File: src/rtl/hsvrgb_pkg.sv
package hsvrgb_pkg;

	localparam int HUE_W      = 9;
	localparam int CH_W       = 8;
	localparam int PROD_W     = 2 * CH_W;
	localparam int SIXTH_DEG  = 60;
	localparam int FULL_SCALE = 255;
	localparam int POS_SCALE  = 256;
	localparam int SIXTHS     = 8;

	typedef logic [CH_W-1:0]   chan_t;
	typedef logic [PROD_W-1:0] prod_t;

	typedef enum logic [2:0] {
		SEC_0,
		SEC_1,
		SEC_2,
		SEC_3,
		SEC_4,
		SEC_5
	} sector_t;

	// position inside a sixth, (rem * 256) / 60
	localparam chan_t POS_LUT [SIXTH_DEG] = '{
		8'd0,   8'd4,   8'd8,   8'd12,  8'd17,  8'd21,  8'd25,  8'd29,  8'd34,  8'd38,
		8'd42,  8'd46,  8'd51,  8'd55,  8'd59,  8'd64,  8'd68,  8'd72,  8'd76,  8'd81,
		8'd85,  8'd89,  8'd93,  8'd98,  8'd102, 8'd106, 8'd110, 8'd115, 8'd119, 8'd123,
		8'd128, 8'd132, 8'd136, 8'd140, 8'd145, 8'd149, 8'd153, 8'd157, 8'd162, 8'd166,
		8'd170, 8'd174, 8'd179, 8'd183, 8'd187, 8'd192, 8'd196, 8'd200, 8'd204, 8'd209,
		8'd213, 8'd217, 8'd221, 8'd226, 8'd230, 8'd234, 8'd238, 8'd243, 8'd247, 8'd251
	};

	typedef struct packed {
		logic    grey;
		sector_t sector;
		chan_t   pos;
		chan_t   sat;
		chan_t   val;
	} split_t;

	typedef struct packed {
		logic    grey;
		sector_t sector;
		chan_t   val;
		chan_t   fq;
		chan_t   ft;
		chan_t   fp;
	} factor_t;

	typedef struct packed {
		logic    grey;
		sector_t sector;
		chan_t   val;
		prod_t   pq;
		prod_t   pt;
		prod_t   pp;
	} term_t;

	typedef struct packed {
		chan_t red;
		chan_t green;
		chan_t blue;
	} rgb_t;

endpackage

File: src/rtl/hsvrgb_if.sv
interface hsvrgb_hsv_if;
	import hsvrgb_pkg::*;

	logic              valid;
	logic              ready;
	logic [HUE_W-1:0]  hue_deg;
	logic [CH_W-1:0]   saturation;
	logic [CH_W-1:0]   brightness;

	modport source (output valid, hue_deg, saturation, brightness, input ready);
	modport sink (input valid, hue_deg, saturation, brightness, output ready);
endinterface

interface hsvrgb_rgb_if;
	import hsvrgb_pkg::*;

	logic            valid;
	logic            ready;
	logic [CH_W-1:0] red;
	logic [CH_W-1:0] green;
	logic [CH_W-1:0] blue;

	modport source (output valid, red, green, blue, input ready);
	modport sink (input valid, red, green, blue, output ready);
endinterface

File: src/rtl/hsvrgb_split.sv
module hsvrgb_split (
	input  logic                          clk,
	input  logic                          arst_n,
	input  logic                          en,
	input  logic                          valid,
	input  logic [hsvrgb_pkg::HUE_W-1:0]  hue_deg,
	input  logic [hsvrgb_pkg::CH_W-1:0]   saturation,
	input  logic [hsvrgb_pkg::CH_W-1:0]   brightness,
	output logic                          valid_s1,
	output hsvrgb_pkg::split_t            data_s1
);
	import hsvrgb_pkg::*;

	logic [3:0]       sixth;
	logic [HUE_W-1:0] base;
	logic [HUE_W-1:0] rem;
	split_t           nxt;

	// sixth of the circle by threshold compares, base is its start angle
	always_comb begin
		sixth = '0;
		base  = '0;
		for (int k = 1; k <= SIXTHS; k++) begin
			if (hue_deg >= HUE_W'(k * SIXTH_DEG)) begin
				sixth = 4'(k);
				base  = HUE_W'(k * SIXTH_DEG);
			end
		end
		rem        = hue_deg - base;
		nxt.grey   = (saturation == '0);
		nxt.sector = (sixth >= 4'd5) ? SEC_5 : sector_t'(sixth[2:0]);
		nxt.pos    = POS_LUT[rem[5:0]];
		nxt.sat    = saturation;
		nxt.val    = brightness;
	end

	always_ff @(posedge clk or negedge arst_n) begin
		if (!arst_n) begin
			valid_s1 <= 1'b0;
		end else if (en) begin
			valid_s1 <= valid;
		end
	end

	always_ff @(posedge clk) begin
		if (en) begin
			data_s1 <= nxt;
		end
	end
endmodule

File: src/rtl/hsvrgb_terms.sv
module hsvrgb_terms (
	input  logic                 clk,
	input  logic                 arst_n,
	input  logic                 en,
	input  logic                 valid_s1,
	input  hsvrgb_pkg::split_t   data_s1,
	output logic                 valid_s3,
	output hsvrgb_pkg::term_t    data_s3
);
	import hsvrgb_pkg::*;

	localparam int INV_W = CH_W + 1;

	logic [PROD_W-1:0]      sp;
	logic [PROD_W+1-1:0]    sinv;
	logic [INV_W-1:0]       inv_pos;
	factor_t                fac;
	logic                   valid_s2;
	factor_t                data_s2;

	// stage 2: factors 255 - s * pos / 256, 255 - s * (256 - pos) / 256 and 255 - s
	always_comb begin
		inv_pos    = INV_W'(POS_SCALE) - INV_W'(data_s1.pos);
		sp         = PROD_W'(data_s1.sat) * PROD_W'(data_s1.pos);
		sinv       = (PROD_W+1)'(data_s1.sat) * (PROD_W+1)'(inv_pos);
		fac.grey   = data_s1.grey;
		fac.sector = data_s1.sector;
		fac.val    = data_s1.val;
		fac.fq     = CH_W'(FULL_SCALE) - sp[PROD_W-1:CH_W];
		fac.ft     = CH_W'(FULL_SCALE) - sinv[PROD_W-1:CH_W];
		fac.fp     = CH_W'(FULL_SCALE) - data_s1.sat;
	end

	always_ff @(posedge clk or negedge arst_n) begin
		if (!arst_n) begin
			valid_s2 <= 1'b0;
			valid_s3 <= 1'b0;
		end else if (en) begin
			valid_s2 <= valid_s1;
			valid_s3 <= valid_s2;
		end
	end

	// stage 3: v times each factor
	always_ff @(posedge clk) begin
		if (en) begin
			data_s2         <= fac;
			data_s3.grey    <= data_s2.grey;
			data_s3.sector  <= data_s2.sector;
			data_s3.val     <= data_s2.val;
			data_s3.pq      <= PROD_W'(data_s2.val) * PROD_W'(data_s2.fq);
			data_s3.pt      <= PROD_W'(data_s2.val) * PROD_W'(data_s2.ft);
			data_s3.pp      <= PROD_W'(data_s2.val) * PROD_W'(data_s2.fp);
		end
	end
endmodule

File: src/rtl/hsvrgb_mix.sv
module hsvrgb_mix (
	input  logic                 clk,
	input  logic                 arst_n,
	input  logic                 en,
	input  logic                 valid_s3,
	input  hsvrgb_pkg::term_t    data_s3,
	output logic                 valid_s4,
	output hsvrgb_pkg::rgb_t     data_s4
);
	import hsvrgb_pkg::*;

	chan_t q;
	chan_t t;
	chan_t p;
	chan_t v;
	rgb_t  nxt;

	// exact x / 255 for x up to 255 * 255, the largest product of two channels
	function automatic chan_t div255(input prod_t x);
		logic [PROD_W:0] s;
		s = (PROD_W+1)'(x) + (PROD_W+1)'(x >> CH_W) + (PROD_W+1)'(1);
		return s[PROD_W-1:CH_W];
	endfunction

	always_comb begin
		q = div255(data_s3.pq);
		t = div255(data_s3.pt);
		p = div255(data_s3.pp);
		v = data_s3.val;
		if (data_s3.grey) begin
			nxt = '{red: v, green: v, blue: v};
		end else begin
			unique case (data_s3.sector)
				SEC_0: nxt = '{red: v, green: t, blue: p};
				SEC_1: nxt = '{red: q, green: v, blue: p};
				SEC_2: nxt = '{red: p, green: v, blue: t};
				SEC_3: nxt = '{red: p, green: q, blue: v};
				SEC_4: nxt = '{red: t, green: p, blue: v};
				default: nxt = '{red: v, green: p, blue: q};
			endcase
		end
	end

	always_ff @(posedge clk or negedge arst_n) begin
		if (!arst_n) begin
			valid_s4 <= 1'b0;
		end else if (en) begin
			valid_s4 <= valid_s3;
		end
	end

	always_ff @(posedge clk) begin
		if (en) begin
			data_s4 <= nxt;
		end
	end
endmodule

File: src/rtl/hsv_to_rgb_converter_core.sv
// channel   dir  payload                              handshake
// hsv_in    in   hue_deg[8:0] saturation brightness   valid/ready
// rgb_out   out  red green blue                       valid/ready
//
// one request per cycle while rgb_out does not stall; a result passes the
// split, factor, multiply and scale/select stages in that order
// arst_n clears every stage valid, payload registers are not reset
// the whole pipe holds while a result waits, hsv_in.ready is low then
module hsv_to_rgb_converter_core (
	input  logic          clk,
	input  logic          arst_n,
	hsvrgb_hsv_if.sink    hsv_in,
	hsvrgb_rgb_if.source  rgb_out
);
	import hsvrgb_pkg::*;

	logic   en;
	logic   valid_s1;
	split_t data_s1;
	logic   valid_s3;
	term_t  data_s3;
	logic   valid_s4;
	rgb_t   data_s4;

	assign en           = !valid_s4 || rgb_out.ready;
	assign hsv_in.ready = en;

	hsvrgb_split u_split (
		.clk        (clk),
		.arst_n     (arst_n),
		.en         (en),
		.valid      (hsv_in.valid),
		.hue_deg    (hsv_in.hue_deg),
		.saturation (hsv_in.saturation),
		.brightness (hsv_in.brightness),
		.valid_s1   (valid_s1),
		.data_s1    (data_s1)
	);

	hsvrgb_terms u_terms (
		.clk      (clk),
		.arst_n   (arst_n),
		.en       (en),
		.valid_s1 (valid_s1),
		.data_s1  (data_s1),
		.valid_s3 (valid_s3),
		.data_s3  (data_s3)
	);

	hsvrgb_mix u_mix (
		.clk      (clk),
		.arst_n   (arst_n),
		.en       (en),
		.valid_s3 (valid_s3),
		.data_s3  (data_s3),
		.valid_s4 (valid_s4),
		.data_s4  (data_s4)
	);

	assign rgb_out.valid = valid_s4;
	assign rgb_out.red   = data_s4.red;
	assign rgb_out.green = data_s4.green;
	assign rgb_out.blue  = data_s4.blue;

	a_ready_follows_out: assert property (@(posedge clk) disable iff (!arst_n)
		hsv_in.ready == (!rgb_out.valid || rgb_out.ready))
		else $error("input ready does not follow output stall");

	a_accept_enters_s1: assert property (@(posedge clk) disable iff (!arst_n)
		(hsv_in.valid && hsv_in.ready) |=> valid_s1)
		else $error("accepted request missing from first stage");

	a_stall_holds_s3: assert property (@(posedge clk) disable iff (!arst_n)
		(valid_s3 && !en) |=> (valid_s3 && $stable(data_s3)))
		else $error("third stage changed during stall");
endmodule

File: src/flat_wrapper.sv
// flat-port wrapper written by rule: the top's interface ports become plain ports
module hsv_to_rgb_converter_core_flat import hsvrgb_pkg::*;
  (clk, arst_n, hsv_in_valid, hsv_in_hue_deg, hsv_in_saturation, hsv_in_brightness, hsv_in_ready, rgb_out_valid, rgb_out_red, rgb_out_green, rgb_out_blue, rgb_out_ready);
  hsvrgb_hsv_if hsv_in_i ();
  hsvrgb_rgb_if rgb_out_i ();
  input  logic clk;
  input  logic arst_n;
  input wire logic [$bits(hsv_in_i.valid)-1:0] hsv_in_valid;
  input wire logic [$bits(hsv_in_i.hue_deg)-1:0] hsv_in_hue_deg;
  input wire logic [$bits(hsv_in_i.saturation)-1:0] hsv_in_saturation;
  input wire logic [$bits(hsv_in_i.brightness)-1:0] hsv_in_brightness;
  output wire logic [$bits(hsv_in_i.ready)-1:0] hsv_in_ready;
  output wire logic [$bits(rgb_out_i.valid)-1:0] rgb_out_valid;
  output wire logic [$bits(rgb_out_i.red)-1:0] rgb_out_red;
  output wire logic [$bits(rgb_out_i.green)-1:0] rgb_out_green;
  output wire logic [$bits(rgb_out_i.blue)-1:0] rgb_out_blue;
  input wire logic [$bits(rgb_out_i.ready)-1:0] rgb_out_ready;
  assign hsv_in_i.valid = hsv_in_valid;
  assign hsv_in_i.hue_deg = hsv_in_hue_deg;
  assign hsv_in_i.saturation = hsv_in_saturation;
  assign hsv_in_i.brightness = hsv_in_brightness;
  assign hsv_in_ready = hsv_in_i.ready;
  assign rgb_out_valid = rgb_out_i.valid;
  assign rgb_out_red = rgb_out_i.red;
  assign rgb_out_green = rgb_out_i.green;
  assign rgb_out_blue = rgb_out_i.blue;
  assign rgb_out_i.ready = rgb_out_ready;
  hsv_to_rgb_converter_core u_core (.clk(clk), .arst_n(arst_n), .hsv_in(hsv_in_i), .rgb_out(rgb_out_i));
endmodule
File: config.mk
export PLATFORM = sky130hd
export DESIGN_NAME = hsv_to_rgb_converter_core_flat
export DESIGN_NICKNAME = d
export VERILOG_FILES = /design/src/rtl/hsvrgb_pkg.sv /design/src/rtl/hsvrgb_if.sv /design/src/rtl/hsvrgb_split.sv /design/src/rtl/hsvrgb_terms.sv /design/src/rtl/hsvrgb_mix.sv /design/src/rtl/hsv_to_rgb_converter_core.sv /design/src/flat_wrapper.sv
export SDC_FILE = /design/constraint.sdc
export NUM_CORES = 1
export LEC_CHECK = 0
export BUFFER_PORTS_ARGS = -buffer_cell sky130_fd_sc_hd__buf_2
export CELL_PAD_IN_SITES_DETAIL_PLACEMENT = 0
export CELL_PAD_IN_SITES_GLOBAL_PLACEMENT = 1
export CORE_ASPECT_RATIO = 0.7
export CORE_MARGIN = 1.5
export CORE_UTILIZATION = 45
export CTS_BUF_LIST = sky130_fd_sc_hd__clkbuf_4
export DETAILED_ROUTE_END_ITERATION = 8
export PLACE_DENSITY = 0.77
export SETUP_SLACK_MARGIN = 0.05
export SLEW_MARGIN = 15
export SYNTH_ARGS = -nofsm -noshare
export SYNTH_HDL_FRONTEND = slang
export SYNTH_SLANG_ARGS = --single-unit
File: constraint.sdc
create_clock -name clk -period 7.45 [get_ports clk]
set_input_delay 0.3725 -clock clk [delete_from_list [all_inputs] [get_ports clk]]
set_output_delay 0.3725 -clock clk [all_outputs]
set_load 0.005 [all_outputs]
=== After elaboration in Yosys (flattened, before gate mapping) ===
Memories as Yosys holds them, arrays and structs flattened. A register that Yosys moved wholly into a read port is not among the register bits.
Index checks and enable logic that the tools add are counted.

* Output and inout port bits: 26
* ROM bits: 512
* Register bits: 144
* Memories kept: 1

* Add/subtract/negate cells: 11
* Bitwise operators: 1
* Mux-type cells: 18
* Equality and inequality tests: 4
* Order comparisons: 9
* Reduce and logical (&&, ||, !) cells: 4
* Multiply operators: 5

{| class="wikitable"
|+ Memories
! memory !! depth !! bits a word !! rd ports !! clocked after Yosys merged registers in !! write ports !! RTL line !! RTL
|-
| (name not given) || 64 || 8 || 1 || 1 || 0 || hsvrgb_split.sv:32 || <nowiki>nxt.pos = POS_LUT[rem[5:0]];</nowiki>
|}

{| class="wikitable"
|+ Operators by type and width
! kind !! count
|-
| one-hot mux 24 bit (5 select lines) || 1
|-
| multiplier 8 x 8 -> 16 bit || 4
|-
| adder 16 x 1 -> 16 bit, second input constant || 3
|-
| adder 16 x 8 -> 16 bit || 3
|-
| two-way mux 6 bit || 8
|-
| >= comparator 9 bit, second input constant || 4
|-
| two-way mux 24 bit || 1
|-
| two-way mux 4 bit || 6
|-
| subtractor 8 bit, first input constant || 3
|-
| >= comparator 9 x 8 -> 1 bit, second input constant || 2
|-
| multiplier 8 x 9 -> 16 bit || 1
|-
| >= comparator 9 x 6 -> 1 bit, second input constant || 1
|-
| >= comparator 9 x 7 -> 1 bit, second input constant || 1
|-
| subtractor 9 x 8 -> 9 bit, first input constant || 1
|-
| zero test 8 bit || 1
|-
| inverter 6 -> 7 bit || 1
|-
| equality test 3 x 2 -> 1 bit, second input constant || 2
|-
| subtractor 6 bit || 1
|-
| >= comparator 4 x 3 -> 1 bit, second input constant || 1
|-
| equality test 3 x 1 -> 1 bit, second input constant || 1
|-
| equality test 3 bit, second input constant || 1
|-
| zero test 3 bit || 1
|-
| two-way mux 2 bit || 1
|-
| zero test 1 bit || 1
|-
| 2 further kinds || 2
|}

=== Longest topological paths before layout ===
* Depth in word-level cells: 11
* Gate-level depth with buffers: 21

=== Modules after synthesis ===
A second synthesis with hierarchy kept.

* Cells, all modules: 1,756
* Area total of the unflattened synthesis: 17,446.7 um^2

{| class="wikitable"
|+ Modules (own cells, without submodules)
! module !! instances !! cells an instance !! sequential area each (um^2) !! area an instance (um^2)
|-
| hsvrgb_terms || 1 || 1,308 || 2,932.8 || 13,176.4
|-
| hsvrgb_mix || 1 || 292 || 745.7 || 2,533.7
|-
| hsvrgb_split || 1 || 155 || 805.8 || 1,730.4
|-
| hsv_to_rgb_converter_core || 1 || 1 || 0.0 || 6.3
|}

=== Worst setup path before layout ===
No wires, ideal clock.

* Path type: register to register
* Start point: register u_core.u_split.data_s1[20] (netlist name)
* End point: register u_core.u_terms.data_s2[15] (netlist bit) (data pin)
* Path buffers: 2
* Setup slack: 2.033 ns
* Required time: 7.180 ns
* Data arrival time: 5.148 ns
* Stages on the path, launching flop included: 21
* Period minus slack after synthesis: 5.417 ns
* Cells stage by stage: edfxtp_1 -> buf_2 -> inv_1 -> ha_1 -> or3b_1 -> buf_2 -> xnor2_1 -> and2_1 -> fa_1 -> fa_1 -> fa_1 -> inv_1 -> fa_1 -> inv_1 -> ha_1 -> a41o_1 -> a21oi_1 -> o31a_1 -> a21oi_2 -> nor4_1 -> a211oi_2

{| class="wikitable"
|+ RTL lines
! what !! RTL line !! RTL
|-
| end signal: assignment || hsvrgb_terms.sv:47 || <nowiki>data_s2 <= fac;</nowiki>
|-
| end: declaration || hsvrgb_terms.sv:19 || <nowiki>factor_t data_s2;</nowiki>
|}

==> metrics.txt <==
routed length on met3 2230 um; share of layout cells above drive strength 1 7.54%; R2R Path End u_core.u_terms.data_s2[15]; CTS Buf Count 17; Worst Path Class, Setup reg -> reg; first-pass GRT wire length 63,700 um; crit path launch type flop; Remaining DRCs 0; Die Wd 238 um; fill count 3,498; synthesis warning total 0; top-area cell type share of the netlist area 25.3%; worst r2r path cells 19; routability cong. 0.922; largest cells by area after synthesis edfxtp_1 (25%), fa_1 (21%), ha_1 (15%); unrepaired setup endpoints after global routing no; largest net degree at the start of global routing 78; die height 167 um; ys async rst share 2.67%; Max-cap violations 0; Final Hold Vio Count 0; full die area 0.0397 mm^2; Post-DP Area 0.0181 mm^2; CTS resizes 0; register area share after synthesis 25.9%; HP Class in -> async; Max Slew Vio Count 0; post-placement setup slack 1.42 ns; drt total wl 38,800 um; Critical Path RT 7.84 ns; antenna-violating nets left 0; top cell family by delay on the critical path adder cells; Synth Area in Adders 36.3%; WP data arrival 6.46 ns; largest family of logic cells by synthesized area adder cells; count leader, synth inv_1; initial antenna violation count 2; post-synthesis mux area share 0.685%; Final Cycle Share 81.5%; Root Buffer clkbuf_4; Synth area leader edfxtp_1; synthesized area 0.0173 mm^2; DR WL/cell 16.8 um; TritonCTS clock tree done; H-tree depth 4; crit path cell chain inv_2, ha_1, or3b_1, xnor2_1, nand2_1, fa_1, fa_1, inv_1, fa_1, inv_1, fa_1, inv_1, ha_1, a41o_1, a21oi_1, o31a_1, a21oi_2, nor4_1, a211oi_2; GRT Util Overall 20.2%; crit path buf inv count 4; vias in the first global route 12,000; P&R area growth vs syn 7.26%; R2R Setup Slk 1.38 ns; Rows 59; Finished Cell Area 0.0186 mm^2; Fin Setup TNS 0 ns; most used cell along the critical path fa_1; highest routing layer actually used met4; Period minus WS final 6.07 ns; worst setup margin 1.38 ns; clock-pin slew on the worst setup and hold paths 0.16 ns; xor and xnor fraction of the mapped netlist area 4.48%; count of different cell masters after synthesis 79; Post-Layout Cell Count 2,307; Setup crit end kind flop; clock buffer depth 2; starting density of the core 46.1%; Crit path largest cell delay 0.64 ns; Slew @ Worst Pin 1.09 ns; DR pass1 iterations 5; status finished clean; Via density 5.39; footprint of the multi-input gates 0.0116 mm^2; max frequency 165 MHz; Final setup viols 0; Register Area 0.00448 mm^2; Synth Area in Simple Gates 15.2%; clock insertion delay at the later pin of the skew report 0.62 ns; Post-synth EDFFs 146; commonest cells in the netlist inv_1 (281), ha_1 (208), nand2_1 (186), fa_1 (184), and2_1 (153); gr ovfl total 0; reg2reg start u_core.u_split.data_s1[21]; dpl hpwl 30,400 um; critical path's slowest cell edfxtp_1; Mapped Nets 2,175; worst-path fanout max 15; met2 routed WL 16,900 um; clock sink count 150; Buffers on Ports 54; Synth Flop Type edfxtp_1; Worst Clk Skew 0.0306 ns; DR iter-0 viols 824; compound-gate portion of the synthesized area 10.0%; post-synthesis instance total 1,754; Mean Syn Cell Area 9.89 um^2; io pins 55; number of synthesized register bits 150; relative slew slack 27.2%; Met1 Wirelength 19,300 um; Final nets 2,224; placed cells 2,254; via count 12,400; core area 0.0376 mm^2; setup repair bufs after CTS 0
-- cell usage in the layout, fill, tap and decap left out, types with 10 or more instances in the layout --
cell	Yosys	final
buf_2	5	54
buf_4	1	13
a21o_1	14	14
o21a_1	11	11
edfxtp_1	146	146
dlygate4sd3_1	0	18
nand2_1	186	186
and3_1	10	10
fa_1	184	184
and2_1	153	153
nand3_1	16	16
o211ai_1	11	11
o21ai_0	37	37
o21ai_1	10	10
ha_1	208	208
a21oi_1	68	68
clkbuf_4	0	17
or3_1	11	11
nor4_1	10	10
nor2_1	63	63
inv_1	281	281
xor2_1	18	18
nand2b_1	11	10
xnor2_1	67	67
nor3_1	23	23
-- what timing repair did --
| action | CTS | global route |
|---|---|---|
| endpoints found under the setup margin | 0 | 0 |
| hold buffers | 18 | 0 |
| hold endpoints to repair | 21 | 0 |
-- stage by stage --
| stage | util, % | hold WS [ns] |
|---|---|---|
| finish | 49.5 | 0.0652 |
| global route | 49.5 | 0.00450 |
| CTS | 49.5 | 0.00183 |
| detailed placement | 48.2 | 0.180 |
| global placement | 48.2 | 0.178 |
| floorplan | - | 0.0769 |
-- final cells by class --
class,count,share of cell area (%)
multi-input combinational,1265,62.2
sequential,150,24.1
inverter,284,5.73
tap,488,3.28
timing repair buffer,85,2.95
clock inverter,15,0.975
clock buffer,17,0.686
antenna,3,0.0404
-- cells by family after synthesis --
| kind of cell | Yosys count |
|---|---|
| AO/OA/AOI/OAI | 253 |
| XOR/XNOR | 87 |
| adder cells (fa/ha/maj) | 392 |
| buffers and inverters | 339 |
| flip-flops | 150 |
| multiplexers | 10 |
| AND/OR/NAND/NOR | 523 |
-- flip-flops by register name, summed over array words and instances (netlist names) --
| signal | cells |
|---|---|
| u_core.u_split.valid_s1 | 1 |
| u_core.u_mix.valid_s4 | 1 |
| u_core.u_terms.valid_s3 | 1 |
| u_core.u_terms.valid_s2 | 1 |
| u_core.u_terms.data_s3 | 60 |
| u_core.u_split.data_s1 | 26 |
| u_core.u_mix.data_s4 | 24 |
| u_core.u_terms.data_s2 | 36 |
-- how the worst max path moves through the flow --
stage,startpoint,to,slack (ns),cells past startpoint
global placement,u_core.u_split.data_s1[21],u_core.u_terms.data_s2[15],1.53,18
floorplan,u_core.u_split.data_s1[20],u_core.u_terms.data_s2[15],2.03,20
detailed placement,u_core.u_split.data_s1[21],u_core.u_terms.data_s2[15],1.42,19
finish,u_core.u_split.data_s1[21],u_core.u_terms.data_s2[15],1.38,19
global route,u_core.u_split.data_s1[21],u_core.u_terms.data_s2[15],0.99,19
CTS,u_core.u_split.data_s1[21],u_core.u_terms.data_s2[15],1.40,19
-- layer usage --
layer,GRT usage [%],vias to the layer above
li1,-,5929
met1,31.0,6181
met2,29.6,312
met3,4.02,24
met4,3.49,0
met5,0,-
Power is left out: the tool's default activity adds up to more than one toggle a clock period on the data nets, which glitch-free logic cannot reach.
